## src/incremental_bridge_counter_assert.svh

```systemverilog
// Assertion macros used by the bridge counter RTL.
`ifndef INCREMENTAL_BRIDGE_COUNTER_ASSERT_SVH
`define INCREMENTAL_BRIDGE_COUNTER_ASSERT_SVH
`ifndef SYNTH
`define IBC_ASSERT(lbl, clk, rst, prop, msg) \
   lbl: assert property (@(posedge clk) disable iff (rst) prop) else $error(msg);
`define IBC_NEVER(lbl, clk, rst, cond, msg) \
   lbl: assert property (@(posedge clk) disable iff (rst) !(cond)) else $error(msg);
`else
`define IBC_ASSERT(lbl, clk, rst, prop, msg)
`define IBC_NEVER(lbl, clk, rst, cond, msg)
`endif
`endif

```

## src/ibc_pkg.sv

```systemverilog
`timescale 1ns / 1ps
package ibc_pkg;

   localparam int VERTICES_DEF = 1024;
   localparam int EP_W         = 10;
   localparam int COUNT_W      = 10;
   localparam int VCOUNT_W     = 11;
   localparam int EPOCH_W      = 32;
   localparam int CSR_AW       = 3;
   localparam int CSR_DW       = 32;

   typedef enum logic [1:0] {
      EV_IGNORED = 2'd0,
      EV_BRIDGE  = 2'd1,
      EV_MERGED  = 2'd2,
      EV_REJECT  = 2'd3
   } event_type;

   typedef struct packed {
      logic [EP_W-1:0] endpoint_a;
      logic [EP_W-1:0] endpoint_b;
   } req_type;

   typedef struct packed {
      logic [COUNT_W-1:0] bridge_count;
      event_type          event_kind;
      logic [COUNT_W-1:0] bridges_removed;
   } rsp_type;

   typedef enum logic [4:0] {
      ST_INIT,
      ST_IDLE,
      ST_F2_RD,
      ST_F2_CHK,
      ST_GOT_A,
      ST_GOT_B,
      ST_CC_RD,
      ST_CC_CHK,
      ST_GOT_CA,
      ST_GOT_CB,
      ST_RR_RD,
      ST_RR_CHK,
      ST_LINK_RD,
      ST_LINK,
      ST_ADD,
      ST_COL,
      ST_CLR_RD,
      ST_CLR_WR,
      ST_WK_A,
      ST_WA_GOT,
      ST_WK_B,
      ST_WB_GOT,
      ST_SC_RD,
      ST_SC_GOT,
      ST_RP_WR,
      ST_MERGE_END
   } state_type;

endpackage

```

## src/ibc_csr.sv

```systemverilog
`timescale 1ns / 1ps
module ibc_csr import ibc_pkg::*; #(
   parameter int VERTICES = VERTICES_DEF
) (
   input  logic                clock,
   input  logic                reset,
   input  logic                psel,
   input  logic                penable,
   input  logic                pwrite,
   input  logic [CSR_AW-1:0]   paddr,
   input  logic [CSR_DW-1:0]   pwdata,
   output logic [CSR_DW-1:0]   prdata,
   output logic                pready,
   output logic [VCOUNT_W-1:0] vertex_count
);

   logic [VCOUNT_W-1:0] vcount_ff;
   logic [VCOUNT_W-1:0] vcount_in;
   logic                sel_vcount;

   assign sel_vcount = (paddr[CSR_AW-1] == 1'b0);

   always_comb begin
      vcount_in = vcount_ff;
      if (psel && penable && pwrite && sel_vcount) begin
         vcount_in = pwdata[VCOUNT_W-1:0];
      end
   end

   always_ff @(posedge clock) begin
      if (reset) begin
         vcount_ff <= VCOUNT_W'(VERTICES);
      end else begin
         vcount_ff <= vcount_in;
      end
   end

   assign prdata       = sel_vcount ? CSR_DW'(vcount_ff) : '0;
   assign pready       = 1'b1;
   assign vertex_count = vcount_ff;

endmodule

```

## config.mk

```make
export PLATFORM = sky130hd
export DESIGN_NAME = ibc_csr
export DESIGN_NICKNAME = d
export VERILOG_FILES = /design/src/incremental_bridge_counter_assert.svh /design/src/ibc_pkg.sv /design/src/ibc_csr.sv
export SDC_FILE = /design/constraint.sdc
export NUM_CORES = 1
export LEC_CHECK = 0
export BUFFER_PORTS_ARGS = -buffer_cell sky130_fd_sc_hd__buf_2
export CAP_MARGIN = 40
export CORE_MARGIN = 4
export CORE_UTILIZATION = 31
export CTS_CLUSTER_DIAMETER = 100
export DETAILED_ROUTE_END_ITERATION = 6
export PLACE_DENSITY = 0.76
export RECOVER_POWER = 100
export SLEW_MARGIN = 0
export SYNTH_ARGS = -nofsm -noshare
export SYNTH_HDL_FRONTEND = slang
export SYNTH_SLANG_ARGS = --single-unit
```

## constraint.sdc

```tcl
create_clock -name clock -period 1 [get_ports clock]
set_clock_uncertainty 0.05 [all_clocks]
set_input_delay 0.2 -clock clock [delete_from_list [all_inputs] [get_ports clock]]
set_output_delay 0.2 -clock clock [all_outputs]
set_load 0.005 [all_outputs]
```

==> run summary, run 1 <==
Status: finished, violations left
Failing checks: negative setup slack
Finish-stage setup viols: 16
Seq pwr share: 0.496
CP Launch Type: register
Worst-path fanout max: 2
Post-DP HPWL: 1320 µm
Routed WL: 1760 µm
Clk slew on worst S/H paths: 0.07 ns
Nets: 172
Leakage dissipation: 0.000539 µW
GP Congestion: 0.649
WP data required: 0.75 ns
Reg-to-Reg Start: vertex_count[3]$_SDFFE_PP0P_
Syn Inst Count: 84
PD cells: 862 nW/µm²
Non-Filler Instances: 159
Data arrival time of the worst path: 0.85 ns
Hold violation count in the final report: 0
DR WL/cell: 11.0 µm
Via count: 645
Antenna viol nets, final: 0
Critical Path End Type: output pin
First-pass GRT wire length: 2540 µm
Internal: 696 µW
Max reg flops: 11
Layout cells sized above 1: 0.527
Grt ovf: 0
Period utilization: 1.10
RSZ-0062 raised after global routing: yes
Met2 WL: 874 µm
# port buffers: 38
Fill cells: 239
Vias in the first global route: 594
Seq cells post-synth: 11
Clock sinks: 11
Die width: 57.3 µm
Clk root buf: clkbuf_4
Top layer reached by signal wires: met3
Antenna violations before repair: 0
Layout area overhead: 41.9%
Sw Ratio: 0.243
Worst hold path type: in2reg
DR iter-0 viols: 3
HP Start: pwdata[4]
WL met1: 680 µm
Clock power share: 0.315
Synth Cell Area: 752 µm²
Hold buffers post-CTS: 0
Syn Area/Cell: 8.95 µm²
Die area: 3280 µm²
Gate power share: 0.189
Core outline area: 2250 µm²
Total GRT Usage: 0.0970
Maximum buffer depth of the clock tree: 2
Pwr Total: 920 µW
Largest net degree at the start of global routing: 23
ANT cells: 0
CP startpoint: vertex_count[8]$_SDFFE_PP0P_
Sequential element share of the synthesized area: 0.293
DP Cell Count: 146
Die height: 57.3 µm
Final slew viol count: 0
Minimum clock period: 1.10 ns
Max_cap viols: 0
CP Class: reg2out
TritonRoute pass-1 iters: 2
# rows: 17
Clk_lat worst skew: 0.25 ns
Final worst slack: -0.0961 ns
Max VDD drop: 0.000531 V
Initial Utilization: 0.334
Drt via density: 4.06
Synth Warn #: 0
TritonCTS Buffers: 3
Ports: 84
Max frequency: 912 MHz
Switch Pwr: 224 µW
CTS tree: built
Remaining DRCs: 0
Count of cell types in the netlist: 12
H-tree Lvls: 1
Final setup TNS: -1.12 ns
Routed wl met3: 199 µm
[metal layers]
| layer | GRT usage | vias up |
|---|---|---|
| li1 | - | 309 |
| met1 | 0.112 | 297 |
| met2 | 0.175 | 39 |
| met3 | 0.0249 | 0 |
| met4 | 0.0298 | 0 |
| met5 | 0 | - |
[cells in the mapped netlist]
| cell | number | area, µm² |
|---|---|---|
| and2b_1 | 1 | 7.51 |
| and4b_4 | 1 | 13.8 |
| buf_12 | 1 | 20.0 |
| buf_2 | 1 | 5.00 |
| buf_4 | 22 | 165 |
| clkbuf_1 | 2 | 7.51 |
| conb_1 | 2 | 7.51 |
| dfxtp_1 | 11 | 220 |
| mux2i_1 | 11 | 110 |
| nand2b_1 | 20 | 125 |
| nor2_1 | 2 | 7.51 |
| nor2b_1 | 10 | 62.6 |
[layout make-up]
cell class / count / area [µm²] / share of cell area
well taps: 28 / 35.0 / 0.0328
multi-input cells: 67 / 444 / 0.416
clock buffers: 4 / 26.3 / 0.0246
flip-flops and latches: 11 / 234 / 0.219
repair buffers: 49 / 328 / 0.307
[critical path, cell delays in order, from the launching register on]
cell and delay (ns):
dfxtp_2 0.32, and2b_1 0.15, buf_2 0.12
[through the flow]
stage	utilization	hold WS, ns	cell area (µm²)	worst slack, ns
floorplan	-	0.305	827	0.0570
global placement	0.391	0.410	882	-0.106
detailed placement	0.391	0.422	882	-0.156
CTS	0.426	0.137	961	-0.115
global route	0.473	0.135	1070	-0.157
finish	0.473	0.142	1070	-0.0961
[kinds of logic after synthesis]
logic type             share of synthesized area
and+or+nand+nor                            0.288
buffers and inverters                      0.263
muxes                                      0.146
DFF                                        0.293
other                                    0.00999
[power by group through the flow]
stage          Clock, µW  Combinational (µW)  Sequential, µW
3_3_place_gp           0                 140             463
5_1_grt              342                 192             457
2_1_floorplan          0                 142             464
3_5_place_dp           0                 144             465
6_report             290                 174             456
4_1_cts              306                 151             456
[what timing repair did]
action / in CTS / in global routing
setup endpoints to repair: 13 / 16
resized for setup: 14 / 13
pin swaps: 0 / 0
cloned: 0 / 0
buffers inserted: 3 / 6
[placed cells by master (no fill, tap or decap), drive strengths merged]
cell type   n
buf        49
conb       22
nand2b     20
mux2i      11
dfxtp      11
nor2b      10
clkbuf      4
nor2        2
and4b       1
and2b       1
[path summary, 6_finish.rpt]
| path | end | slack [ns] | cells past startpoint |
|---|---|---|---|
| min | vertex_count[4]$_SDFFE_PP0P_ | 0.14 | 3 |
| max reg2reg | vertex_count[3]$_SDFFE_PP0P_ | 0.21 | 3 |
| max | prdata[8] | -0.1 | 2 |
| min reg2reg | vertex_count[0]$_SDFFE_PP0P_ | 0.43 | 2 |
No activity file was read; power rests on OpenSTA's default activity.
==> run 2: changes to the inputs <==
--- a/config.mk
+++ b/config.mk
@@ -7,7 +7,7 @@
 export LEC_CHECK = 0
 export BUFFER_PORTS_ARGS = -buffer_cell sky130_fd_sc_hd__buf_2
 export CAP_MARGIN = 40
-export CORE_MARGIN = 4
+export CORE_MARGIN = 2
 export CORE_UTILIZATION = 31
 export CTS_CLUSTER_DIAMETER = 100
 export DETAILED_ROUTE_END_ITERATION = 6
==> constraint.sdc (replaced) <==
create_clock -name clock -period 1.4 [get_ports clock]
set_clock_uncertainty 0.05 [all_clocks]
set_input_delay 0.28 -clock clock [delete_from_list [all_inputs] [get_ports clock]]
set_output_delay 0.28 -clock clock [all_outputs]
set_load 0.005 [all_outputs]
==> run 2 against run 1 <==
Compared with the run above:
- the flow now finishes without violations
- final cell count fell by 6.3%
- utilization fell by 8.7 points
- global-route usage rose by 0.83 points
- combinational power fell by 47%
- total power fell by 31%
- critical path type unchanged
- highest routed layer unchanged
==> run summary, run 2 (synthesis gave the netlist of run 1 again) <==
Status: finished, final reports clean
Total GRT Usage: 0.105
# rows: 17
Internal: 470 µW
Layout area overhead: 16.0%
GP Congestion: 0.627
Max reg flops: 11
TritonRoute pass-1 iters: 4
Maximum buffer depth of the clock tree: 2
Period utilization: 0.865
Core outline area: 2250 µm²
Clk slew on worst S/H paths: 0.07 ns
CP Launch Type: register
Postcts setup bufs: 0
Minimum clock period: 1.21 ns
Clock sinks: 11
RSZ-0062 raised after global routing: no
Critical Path End Type: output pin
Layout cells sized above 1: 0.264
Leakage dissipation: 0.000416 µW
Max VDD drop: 0.000409 V
Vias in the first global route: 493
H-tree Lvls: 1
DR WL/cell: 9.12 µm
# port buffers: 38
Clk_lat worst skew: 0.27 ns
Worst-path fanout max: 3
CP Class: reg2out
Ports: 84
Remaining DRCs: 0
Actual slew at the worst max-slew pin: 0.648 ns
First-pass GRT wire length: 2050 µm
Cts repair resizes: 0
Die width: 53.3 µm
Die height: 53.3 µm
CTS tree: built
WP data required: 1.07 ns
TritonCTS Buffers: 3
Final slew viol count: 0
Max_cap viols: 0
Via count: 595
Worst hold path type: in2reg
Largest net degree at the start of global routing: 23
DR iter-0 viols: 6
Clk root buf: clkbuf_4
ANT cells: 0
Drt via density: 3.99
Setup WS pre-CTS: 0.168 ns
Sw Ratio: 0.255
Hold violation count in the final report: 0
Switch Pwr: 161 µW
Data arrival time of the worst path: 0.88 ns
Gate power share: 0.146
PD cells: 723 nW/µm²
Nets: 162
Antenna viol nets, final: 0
Final worst slack: 0.189 ns
Most frequent cells in the layout: buf_2 (24), conb_1 (22), nand2b_1 (20)
Slew Limit Headroom: 0.568
Finish-stage setup viols: 0
Commonest non-fill, non-tap cell in the layout: buf_2
Initial Utilization: 0.334
Seq pwr share: 0.514
Routed WL: 1360 µm
Grt ovf: 0
Die area: 2840 µm²
Hold buffers post-CTS: 0
Fin Hold WS: 0.214 ns
Max frequency: 826 MHz
Antenna violations before repair: 0
Clock power share: 0.340
Final setup TNS: 0 ns
-- run 2: per-stage QoR --
stage          instance area [µm²]  instances  total power (µW)   util
4_1_cts                        890        149               651  0.395
3_3_place_gp                   862        145               424  0.382
2_1_floorplan                  827        104               433      -
5_1_grt                        872        149               683  0.387
6_report                       872        149               631  0.387
3_5_place_dp                   862        145               427  0.382
-- run 2: path summary, 6_finish.rpt --
| check | cells past startpoint | to | startpoint | slack (ns) |
|---|---|---|---|---|
| max | 2 | prdata[0] | vertex_count[0]$_SDFFE_PP0P_ | 0.19 |
| min | 3 | vertex_count[0]$_SDFFE_PP0P_ | pwdata[0] | 0.21 |
| max reg2reg | 2 | vertex_count[10]$_SDFFE_PP1P_ | vertex_count[10]$_SDFFE_PP1P_ | 0.73 |
| min reg2reg | 2 | vertex_count[3]$_SDFFE_PP0P_ | vertex_count[3]$_SDFFE_PP0P_ | 0.43 |
-- run 2: critical path, stage by stage (launching register included) --
cell and delay, ns:
dfxtp_1 0.35, nor2b_1 0.15, clkbuf_2 0.12
-- run 2: final cells by class --
class / count / area [µm²]
clock buffer: 3 / 22.5
clock inverter: 1 / 5.00
multi-input combinational: 67 / 405
fill: 255 / 1380
tap: 28 / 35.0
timing repair buffer: 39 / 184
sequential: 11 / 220
-- run 2: power groups by stage --
stage / Clock, µW / Combinational [µW] / Sequential, µW
floorplan: 0 / 102 / 332
global placement: 0 / 92.9 / 331
detailed placement: 0 / 95.7 / 331
CTS: 231 / 95.7 / 324
global route: 250 / 107 / 325
finish: 215 / 92.0 / 324
-- run 2: metal layers --
| metal | global-route usage | wire length, µm | vias up |
|---|---|---|---|
| met1 | 0.113 | 561 | 262 |
| li1 | - | - | 291 |
| met5 | 0 | 0 | - |
| met2 | 0.177 | 646 | 42 |
| met4 | 0.0641 | 0 | 0 |
| met3 | 0.0339 | 151 | 0 |
